**src/design/pbm_pkg.sv**
```systemverilog
// Shared types and constants of the page boundary map.
// Holds field widths, register indexes, request codes, controller states and
// the command/status structs that join the controller to the datapath.
package pbm_pkg;

    // Default table geometry, used as the defaults of the top-level parameters.
    localparam int unsigned DEF_MAX_CHAPTERS = 1024;
    localparam int unsigned DEF_MAX_PAGES    = 8;

    // Field widths of the request and result items.
    localparam int unsigned CHAP_W   = 10;
    localparam int unsigned PAGE_W   = 3;
    localparam int unsigned LIST_W   = 16;
    localparam int unsigned VCHAP_W  = 64;
    localparam int unsigned KIND_W   = 2;

    // Stream payload widths (whole bytes).
    localparam int unsigned S_TDATA_W = 96;
    localparam int unsigned M_TDATA_W = 104;

    // Configuration register widths and port widths.
    localparam int unsigned CFG_CHAP_W  = 11;
    localparam int unsigned CFG_PAGE_W  = 4;
    localparam int unsigned CFG_LIST_W  = 17;
    localparam int unsigned CFG_IDX_W   = 2;
    localparam int unsigned CFG_DATA_W  = 17;

    // Address arithmetic: base = chapter * (pages - 1), offset is a page number.
    localparam int unsigned BASE_W = CHAP_W + CFG_PAGE_W;
    localparam int unsigned OFF_W  = CFG_PAGE_W;
    localparam int unsigned AT_W   = BASE_W + 1;

    // Configuration register indexes.
    localparam logic [CFG_IDX_W-1:0] REG_CHAPTERS = 2'd0;
    localparam logic [CFG_IDX_W-1:0] REG_PAGES    = 2'd1;
    localparam logic [CFG_IDX_W-1:0] REG_LISTS    = 2'd2;

    // Request kinds.
    typedef enum logic [KIND_W-1:0] {
        REQ_UPDATE = 2'd0,
        REQ_FIND   = 2'd1,
        REQ_BOUNDS = 2'd2
    } req_type_t;

    // Controller states.
    typedef enum logic [3:0] {
        S_CLEAR,
        S_IDLE,
        S_CHECK,
        S_WRITE,
        S_SCAN0,
        S_SCAN,
        S_BND_LO,
        S_BND_HI,
        S_BND_END,
        S_DONE
    } state_t;

    // Which page offset is added to the chapter base for the table access.
    typedef enum logic [1:0] {
        ADDR_PAGE,
        ADDR_PAGE_PREV,
        ADDR_SCAN,
        ADDR_SCAN_NEXT
    } addr_sel_t;

    typedef struct packed {
        logic      load;      // latch the accepted request
        logic      calc;      // register the chapter base address
        logic      clr;       // clearing pass: zero one table entry
        logic      wr;        // write the update entry
        logic      rd;        // read one table entry
        addr_sel_t addr_sel;
        logic      p_inc;     // advance the scan page
        logic      cap_low;   // capture lowest list from read data
        logic      cap_high;  // capture highest list from read data
        logic      finish;    // load the result into the output register
    } dp_cmd_t;

    typedef struct packed {
        logic [KIND_W-1:0] kind;
        logic              req_ok;
        logic              pg_last;
        logic              scan_empty;
        logic              scan_hit;
        logic              scan_last;
        logic              clr_last;
        logic              out_busy;
    } dp_status_t;

endpackage

```
**src/design/pbm_ctrl.sv**
```systemverilog
// Controller of the page boundary map: sequences the clearing pass and the
// table accesses of each request. Depends on pbm_pkg; drives pbm_datapath.
module pbm_ctrl (
    input  logic                aclk,
    input  logic                aresetn,
    input  logic                s_tvalid,
    output logic                s_tready,
    input  pbm_pkg::dp_status_t st,
    output pbm_pkg::dp_cmd_t    cmd
);

    pbm_pkg::state_t state_reg;
    pbm_pkg::state_t state_next;

    always_ff @(posedge aclk) begin
        if (!aresetn) begin
            state_reg <= pbm_pkg::S_CLEAR;
        end else begin
            state_reg <= state_next;
        end
    end

    always_comb begin
        state_next = state_reg;
        case (state_reg)
            pbm_pkg::S_CLEAR: begin
                if (st.clr_last) state_next = pbm_pkg::S_IDLE;
            end
            pbm_pkg::S_IDLE: begin
                if (s_tvalid) state_next = pbm_pkg::S_CHECK;
            end
            pbm_pkg::S_CHECK: begin
                case (st.kind)
                    pbm_pkg::REQ_UPDATE: begin
                        state_next = (st.req_ok && !st.pg_last) ? pbm_pkg::S_WRITE
                                                                : pbm_pkg::S_DONE;
                    end
                    pbm_pkg::REQ_FIND: begin
                        state_next = (st.req_ok && !st.scan_empty) ? pbm_pkg::S_SCAN0
                                                                   : pbm_pkg::S_DONE;
                    end
                    pbm_pkg::REQ_BOUNDS: begin
                        state_next = st.req_ok ? pbm_pkg::S_BND_LO : pbm_pkg::S_DONE;
                    end
                    default: state_next = pbm_pkg::S_DONE;
                endcase
            end
            pbm_pkg::S_WRITE:   state_next = pbm_pkg::S_DONE;
            pbm_pkg::S_SCAN0:   state_next = pbm_pkg::S_SCAN;
            pbm_pkg::S_SCAN: begin
                if (st.scan_hit || st.scan_last) state_next = pbm_pkg::S_DONE;
            end
            pbm_pkg::S_BND_LO:  state_next = pbm_pkg::S_BND_HI;
            pbm_pkg::S_BND_HI:  state_next = pbm_pkg::S_BND_END;
            pbm_pkg::S_BND_END: state_next = pbm_pkg::S_DONE;
            pbm_pkg::S_DONE: begin
                if (!st.out_busy) state_next = pbm_pkg::S_IDLE;
            end
            default: state_next = pbm_pkg::S_CLEAR;
        endcase
    end

    always_comb begin
        cmd          = '0;
        cmd.addr_sel = pbm_pkg::ADDR_PAGE;
        s_tready     = 1'b0;
        case (state_reg)
            pbm_pkg::S_CLEAR: cmd.clr = 1'b1;
            pbm_pkg::S_IDLE: begin
                s_tready = 1'b1;
                cmd.load = s_tvalid;
            end
            pbm_pkg::S_CHECK: cmd.calc = 1'b1;
            pbm_pkg::S_WRITE: cmd.wr = 1'b1;
            pbm_pkg::S_SCAN0: begin
                cmd.rd       = 1'b1;
                cmd.addr_sel = pbm_pkg::ADDR_SCAN;
            end
            pbm_pkg::S_SCAN: begin
                // Check the entry of the current page while fetching the next one.
                if (!st.scan_hit) begin
                    cmd.p_inc = 1'b1;
                    if (!st.scan_last) begin
                        cmd.rd       = 1'b1;
                        cmd.addr_sel = pbm_pkg::ADDR_SCAN_NEXT;
                    end
                end
            end
            pbm_pkg::S_BND_LO: begin
                cmd.rd       = 1'b1;
                cmd.addr_sel = pbm_pkg::ADDR_PAGE_PREV;
            end
            pbm_pkg::S_BND_HI: begin
                cmd.rd       = 1'b1;
                cmd.addr_sel = pbm_pkg::ADDR_PAGE;
                cmd.cap_low  = 1'b1;
            end
            pbm_pkg::S_BND_END: cmd.cap_high = 1'b1;
            pbm_pkg::S_DONE:    cmd.finish = !st.out_busy;
            default: ;
        endcase
    end

    // The output register is only loaded once the previous result has left.
    a_finish_free: assert property (@(posedge aclk) disable iff (!aresetn)
        cmd.finish |-> !st.out_busy)
        else $error("result loaded over a pending result");

    // At most one table access per cycle on the single port.
    a_one_access: assert property (@(posedge aclk) disable iff (!aresetn)
        $onehot0({cmd.clr, cmd.wr, cmd.rd}))
        else $error("more than one table access in a cycle");

    // No request is taken before the clearing pass has finished.
    a_no_load_in_clear: assert property (@(posedge aclk) disable iff (!aresetn)
        (state_reg == pbm_pkg::S_CLEAR) |=> !cmd.load || $past(st.clr_last))
        else $error("request accepted during clearing pass");

    // A scan only runs for find requests.
    a_scan_is_find: assert property (@(posedge aclk) disable iff (!aresetn)
        (state_reg == pbm_pkg::S_SCAN) |-> (st.kind == pbm_pkg::REQ_FIND))
        else $error("table scan outside a find request");

endmodule

```
**config.mk**
```make
export PLATFORM = sky130hd
export DESIGN_NAME = pbm_ctrl
export DESIGN_NICKNAME = d
export VERILOG_FILES = /design/src/design/pbm_pkg.sv /design/src/design/pbm_ctrl.sv
export SDC_FILE = /design/constraint.sdc
export NUM_CORES = 1
export LEC_CHECK = 0
export ABC_AREA = 1
export BUFFER_PORTS_ARGS = -buffer_cell sky130_fd_sc_hd__buf_4
export CORE_AREA = 4 4 41 43
export DETAILED_ROUTE_END_ITERATION = 12
export DIE_AREA = 0 0 45 47
export HOLD_SLACK_MARGIN = 0.15
export PLACE_DENSITY = 0.73
export SLEW_MARGIN = 10
export SYNTH_ARGS = -nofsm -noshare
export SYNTH_HDL_FRONTEND = slang
export SYNTH_SLANG_ARGS = --single-unit
```
**constraint.sdc**
```tcl
create_clock -name aclk -period 1.25 [get_ports aclk]
set_input_delay 0.25 -clock aclk [delete_from_list [all_inputs] [get_ports aclk]]
set_output_delay 0.25 -clock aclk [all_outputs]
set_load 0.01 [all_outputs]
```
==> results of run 1 <==
[what timing repair did]
action	4_1_cts	5_1_grt
endpoints found under the setup margin	12	15
gates resized for setup	25	27
setup buffers	8	3
pin swaps	7	7
[through the flow]
| stage | setup WS [ns] | instances |
|---|---|---|
| detailed placement | -0.0233 | 124 |
| global placement | -0.0236 | 124 |
| global route | -0.239 | 137 |
| finish | -0.169 | 137 |
| floorplan | 0.122 | 85 |
| CTS | -0.143 | 135 |
[cell usage after synthesis]
cell and number:
nor2_2 2, nand3b_1 1, nand4_1 1, nor2_4 5
inv_1 15, nand3_1 4, o21ai_0 3, nor3_1 2
a21oi_2 2, nor2_1 13, inv_2 2, nand2_1 22
a21oi_1 1, dfxtp_1 4, nand2_4 3, nand2_2 5
[final timing paths]
check	slack [ns]	end	from
min	0.24	state_reg[2]	aresetn
max reg2reg	-0.05	state_reg[3]	state_reg[2]
min reg2reg	0.67	state_reg[2]	state_reg[0]
max	-0.17	cmd[10]	state_reg[2]
[power groups by stage]
| stage | registers, uW | clock network, uW | logic (uW) |
|---|---|---|---|
| after global placement | 205 | 0 | 633 |
| after detailed placement | 208 | 0 | 631 |
| after CTS | 244 | 164 | 735 |
| after floorplan | 198 | 0 | 434 |
| final | 257 | 161 | 896 |
| after global routing | 261 | 181 | 966 |
[logic make-up after synthesis]
family	after synthesis
flops	4
buf+inv	17
compound gates	6
simple gates	58
[cell usage in the layout (no fill, tap or decap)]
master     n
nand3b_1   1
buf_6      9
nor2_4    10
nand3_4    1
nand2_8    1
o21ai_0    3
inv_4      4
clkbuf_4   3
nor3_1     2
nand2_1   13
nand2_2   13
a21oi_2    2
nand3_2    3
nor2_1     9
nor2_2     1
nand2_4    3
inv_1      9
dfxtp_4    4
nand4_1    1
inv_2      4
a21oi_1    1
buf_4     25
[worst max-delay path: cells and delay by family, from the launching register on]
kind,cells,cell delay [ns]
buffers and inverters,2,0.23
AND/OR/NAND/NOR,2,0.34
flip-flops,1,0.36
[cell type report]
cell class	instances	area [um2]	share of cell area
Sequential cell	4	95.1	0.101
Multi-Input combinational cell	64	445	0.472
Tap cell	15	18.8	0.0199
Clock buffer	3	22.5	0.0238
Inverter	17	73.8	0.0781
Timing Repair Buffer	34	289	0.306
[metal layers]
| layer | share of wire | track usage |
|---|---|---|
| met2 | 0.53 | 0.308 |
| met5 | 0 | 0 |
| met4 | 0.022 | 0.0702 |
| met1 | 0.40 | 0.181 |
| met3 | 0.055 | 0.0613 |
==> flow_metrics.env, run 1 <==
export IMPL_status="complete, but fails checks"
export IMPL_violations="setup timing"
export IMPL_grt_max_degree=7
export IMPL_slew_headroom=0.843
export IMPL_arrival_ns=1.17
export IMPL_drive_above_1_share=0.680
export IMPL_cts_tree="yes"
export IMPL_yosysWarnings=0
export IMPL_r2r_cells=8
export IMPL_synthSimpleGateAreaFrac=0.630
export IMPL_postLayoutCoreUtil=0.726
export IMPL_routed_via_density=4.66
export IMPL_seqPwrFrac=0.196
export IMPL_holdBufCountCts=0
export IMPL_worst_slack_ns=-0.169
export IMPL_hold_viol=0
export IMPL_p_int_uw=694
export IMPL_yosysSeqAreaShare=0.163
export IMPL_fmax_ghz=0.705
export IMPL_htreeDepth=1
export IMPL_synthTopCellsByArea="nand2_1 (17%), dfxtp_1 (16%), inv_1 (11%), nor2_4 (11%), nor2_1 (9.9%)"
export IMPL_drv_cap=0
export IMPL_grt_pass1_wl_um=2610
export IMPL_p_sw_uw=620
export IMPL_synth_seq_cells=4
export IMPL_p_leak_uw=0.000502
export IMPL_setup_viol=15
export IMPL_clkPwrFrac=0.122
export IMPL_finalCritPeriodShare=1.14
export IMPL_synthAdderAreaFrac=0
export IMPL_synthDominantCellAreaShare=0.168
export IMPL_drc=0
export IMPL_wl_um=1680
export IMPL_tns_ns=-1.34
export IMPL_fillers=107
export IMPL_clkTransAtPathRegs_ns=0.04
export IMPL_crit_type="flip-flop to output port"
export IMPL_nNetsFinal=136
export IMPL_synth_compound_area_share=0.0765
export IMPL_start_util=0.377
export IMPL_hold_class="input pin to flip-flop"
export IMPL_gp_congestion=0.785
export IMPL_num_io_pins=24
export IMPL_yosysUniqueCellTypes=16
export IMPL_slowest_delay_ns=0.36
export IMPL_tightest_slew_ns=0.233
export IMPL_placementRows=13
export IMPL_n_antenna_cell=0
export IMPL_die_area_um2=2120
export IMPL_cts_root_buf="clkbuf_4"
export IMPL_largest_reg_flops=4
export IMPL_cp_slowest_cell="dfxtp_4"
export IMPL_hpwl_um=1100
export IMPL_cp_cell_sequence="nor2_4 > inv_4 > nor3_1 > buf_4"
export IMPL_combPwrFrac=0.682
export IMPL_design_core_area_um2=1300
export IMPL_clk_latency_ns=0.24
export IMPL_power_per_cell_area_nw_per_um2=1390
export IMPL_die_x_um=45
export IMPL_rsz0062_at_grt="yes"
export IMPL_final_cell_area_um2=945
export IMPL_synth_top_family_by_area="simple AND/OR/NAND/NOR gates"
export IMPL_vdd_drop_max_mv=1.01
export IMPL_detail_route_first_pass_iterations=4
export IMPL_antenna_found_initial=0
export IMPL_drt_initial_drc_count=12
export IMPL_clock_path_buffers=2
export IMPL_hold_slack_ns=0.235
export IMPL_overflow=0
export IMPL_grt_use_total=0.171
export IMPL_slew_violations=0
export IMPL_clkSinkCount=4
export IMPL_period_minus_slack_ns=1.42
export IMPL_yosysTopAreaCell="nand2_1"
export IMPL_wire_per_inst_um=12.3
export IMPL_synth_area_um2=490
export IMPL_syn_inst=85
export IMPL_avgSynthCellArea_um2=5.77
export IMPL_cts_made_buffers=3
export IMPL_crit_path_end_kind="output port"
export IMPL_vias=639
export IMPL_worstPathRequired_ns=1.00
export IMPL_p_total_uw=1310
export IMPL_hold_depth=3
export IMPL_path_max_fanout=4
export IMPL_die_height_um=47
export IMPL_fin_skew_ns=0.00707
export IMPL_grt_pass1_vias=634
export IMPL_synth_xor_area_share=0
export IMPL_antenna_left=0
export IMPL_synth_mux_area_frac=0
export IMPL_switching_share=0.472
export IMPL_place_area_um2=689
export IMPL_start_kind="flip-flop"
export IMPL_syn_nets=97
export IMPL_port_buffers=23
export IMPL_syn_to_final_growth_pct=92.6
Power figures use the tool's default switching activity.
==> run 2, diff against run 1 <==
Settings changed: CELL_PAD_IN_SITES_DETAIL_PLACEMENT set to 0, CELL_PAD_IN_SITES_GLOBAL_PLACEMENT set to 1, CORE_AREA 4 4 41 43 to unset, CORE_MARGIN set to 4, CORE_UTILIZATION set to 28, DIE_AREA 0 0 45 47 to unset, PLACE_DENSITY 0.73 to 0.83.
==> run 2 against run 1 <==
Compared with the run above: the flow still finishes with violations (setup timing); clock power hardly changed; sequential power is 10% lower; critical path type unchanged; utilization is 17 points lower; combinational power is 13% lower; cell area is 6.5% lower; critical path depth is 2 higher; clock skew is 0.0026 ns lower; flip-flop and latch count stayed put; register-to-register slack better by 0.07 ns; first-iteration DRC count is 83% lower; maximum frequency is 2.8% higher.
==> flow_metrics.env, run 2 (synthesis results as in run 1) <==
export IMPL_p_total_uw=1170
export IMPL_num_io_pins=24
export IMPL_violations="setup timing"
export IMPL_antenna_found_initial=0
export IMPL_cts_root_buf="clkbuf_4"
export IMPL_period_minus_slack_ns=1.38
export IMPL_fin_skew_ns=0.00449
export IMPL_worst_slack_ns=-0.130
export IMPL_fillers=144
export IMPL_power_per_cell_area_nw_per_um2=1330
export IMPL_overflow=0
export IMPL_placementRows=14
export IMPL_cts_made_buffers=3
export IMPL_drc=0
export IMPL_cp_slowest_cell="dfxtp_4"
export IMPL_die_area_um2=2490
export IMPL_path_max_fanout=4
export IMPL_slew_headroom=0.850
export IMPL_hold_class="input pin to flip-flop"
export IMPL_vias=622
export IMPL_status="complete, but fails checks"
export IMPL_grt_use_total=0.129
export IMPL_hpwl_um=1150
export IMPL_worstPathRequired_ns=1.00
export IMPL_n_antenna_cell=0
export IMPL_largest_reg_flops=4
export IMPL_grt_max_degree=7
export IMPL_wl_um=1450
export IMPL_tns_ns=-0.868
export IMPL_holdBufCountCts=0
export IMPL_design_core_area_um2=1580
export IMPL_antenna_left=0
export IMPL_clock_path_buffers=2
export IMPL_clkTransAtPathRegs_ns=0.04
export IMPL_drive_above_1_share=0.590
export IMPL_drt_initial_drc_count=2
export IMPL_start_util=0.311
export IMPL_clk_latency_ns=0.24
export IMPL_slowest_delay_ns=0.37
export IMPL_syn_to_final_growth_pct=80.1
export IMPL_die_height_um=49.9
export IMPL_grt_pass1_vias=597
export IMPL_wire_per_inst_um=10.5
export IMPL_fmax_ghz=0.725
export IMPL_setup_viol=12
export IMPL_nNetsFinal=136
export IMPL_clkSinkCount=4
export IMPL_detail_route_first_pass_iterations=4
export IMPL_arrival_ns=1.13
export IMPL_port_buffers=23
export IMPL_die_x_um=49.9
export IMPL_cp_cell_sequence="inv_4 > nand2_4 > nor2_4 > nand2_4 > nand4_1 > buf_4"
export IMPL_mostFrequentLayoutCells="buf_4 (26), nand2_1 (20), nor2_1 (11), inv_1 (10), buf_6 (8)"
export IMPL_finalCritPeriodShare=1.10
export IMPL_crit_type="flip-flop to output port"
export IMPL_slew_violations=0
export IMPL_hold_viol=0
export IMPL_htreeDepth=1
export IMPL_start_kind="flip-flop"
export IMPL_tightest_slew_ns=0.223
export IMPL_rsz0062_at_grt="yes"
export IMPL_layout_commonest_cell="buf_4"
export IMPL_crit_path_end_kind="output port"
export IMPL_place_inst=126
export IMPL_drv_cap=0
export IMPL_p_leak_uw=0.000493
export IMPL_cp_common_cell="nand2_4"
export IMPL_instances_no_fill=138
export IMPL_multi_input_area_um2=392
export IMPL_place_ws_ns=-0.0275
export IMPL_seqCellArea_um2=92.6
export IMPL_gp_congestion=0.734
export IMPL_grt_pass1_wl_um=2420
export IMPL_routed_via_density=4.51
export IMPL_vdd_drop_max_mv=0.891
export IMPL_cts_tree="yes"
export IMPL_postLayoutCoreUtil=0.560
## run 2: area by class of cell
type	instances	area share
Clock buffer	3	0.0255
Tap cell	16	0.0227
Sequential cell	4	0.105
Timing Repair Buffer	34	0.323
Multi-Input combinational cell	64	0.443
Inverter	17	0.0807
## run 2: path summary, 6_finish.rpt
path | from | end | slack, ns | cells past startpoint
max | state_reg[3] | cmd[6] | -0.13 | 6
max reg2reg | state_reg[2] | state_reg[0] | 0.02 | 8
min reg2reg | state_reg[3] | state_reg[3] | 0.69 | 4
min | aresetn | state_reg[2] | 0.22 | 3
## run 2: repair_timing
| item | 4_1_cts | 5_1_grt |
|---|---|---|
| pin swaps | 6 | 8 |
| resized for setup | 28 | 8 |
| buffers inserted | 6 | 3 |
| setup endpoints to repair | 12 | 16 |
## run 2: metal layers
layer  track usage  vias up  wire, um
met1         0.135      277       565
met4        0.0783        0        14
li1              -      328         -
met3        0.0361        2        60
met5             0        -         0
met2         0.225       15       809
## run 2: where the power goes
part           total, uW  switching (uW)  internal [uW]  leakage, uW
clock network        161            53.5            107    0.0000138
registers            231            61.2            170    0.0000352
logic                781             415            366     0.000444
total               1170             530            644     0.000493
## run 2: per-stage QoR
step	area [um2]	hold WS, ns
after global routing	883	0.212
after floorplan	490	0.374
after CTS	840	0.224
after global placement	698	0.480
after detailed placement	698	0.475
final	883	0.218
## run 2: critical path: cells and delay by family, from the launching register on
kind	cells	cell delay [ns]
and+or+nand+nor	4	0.33
DFF	1	0.37
buffers and inverters	2	0.20
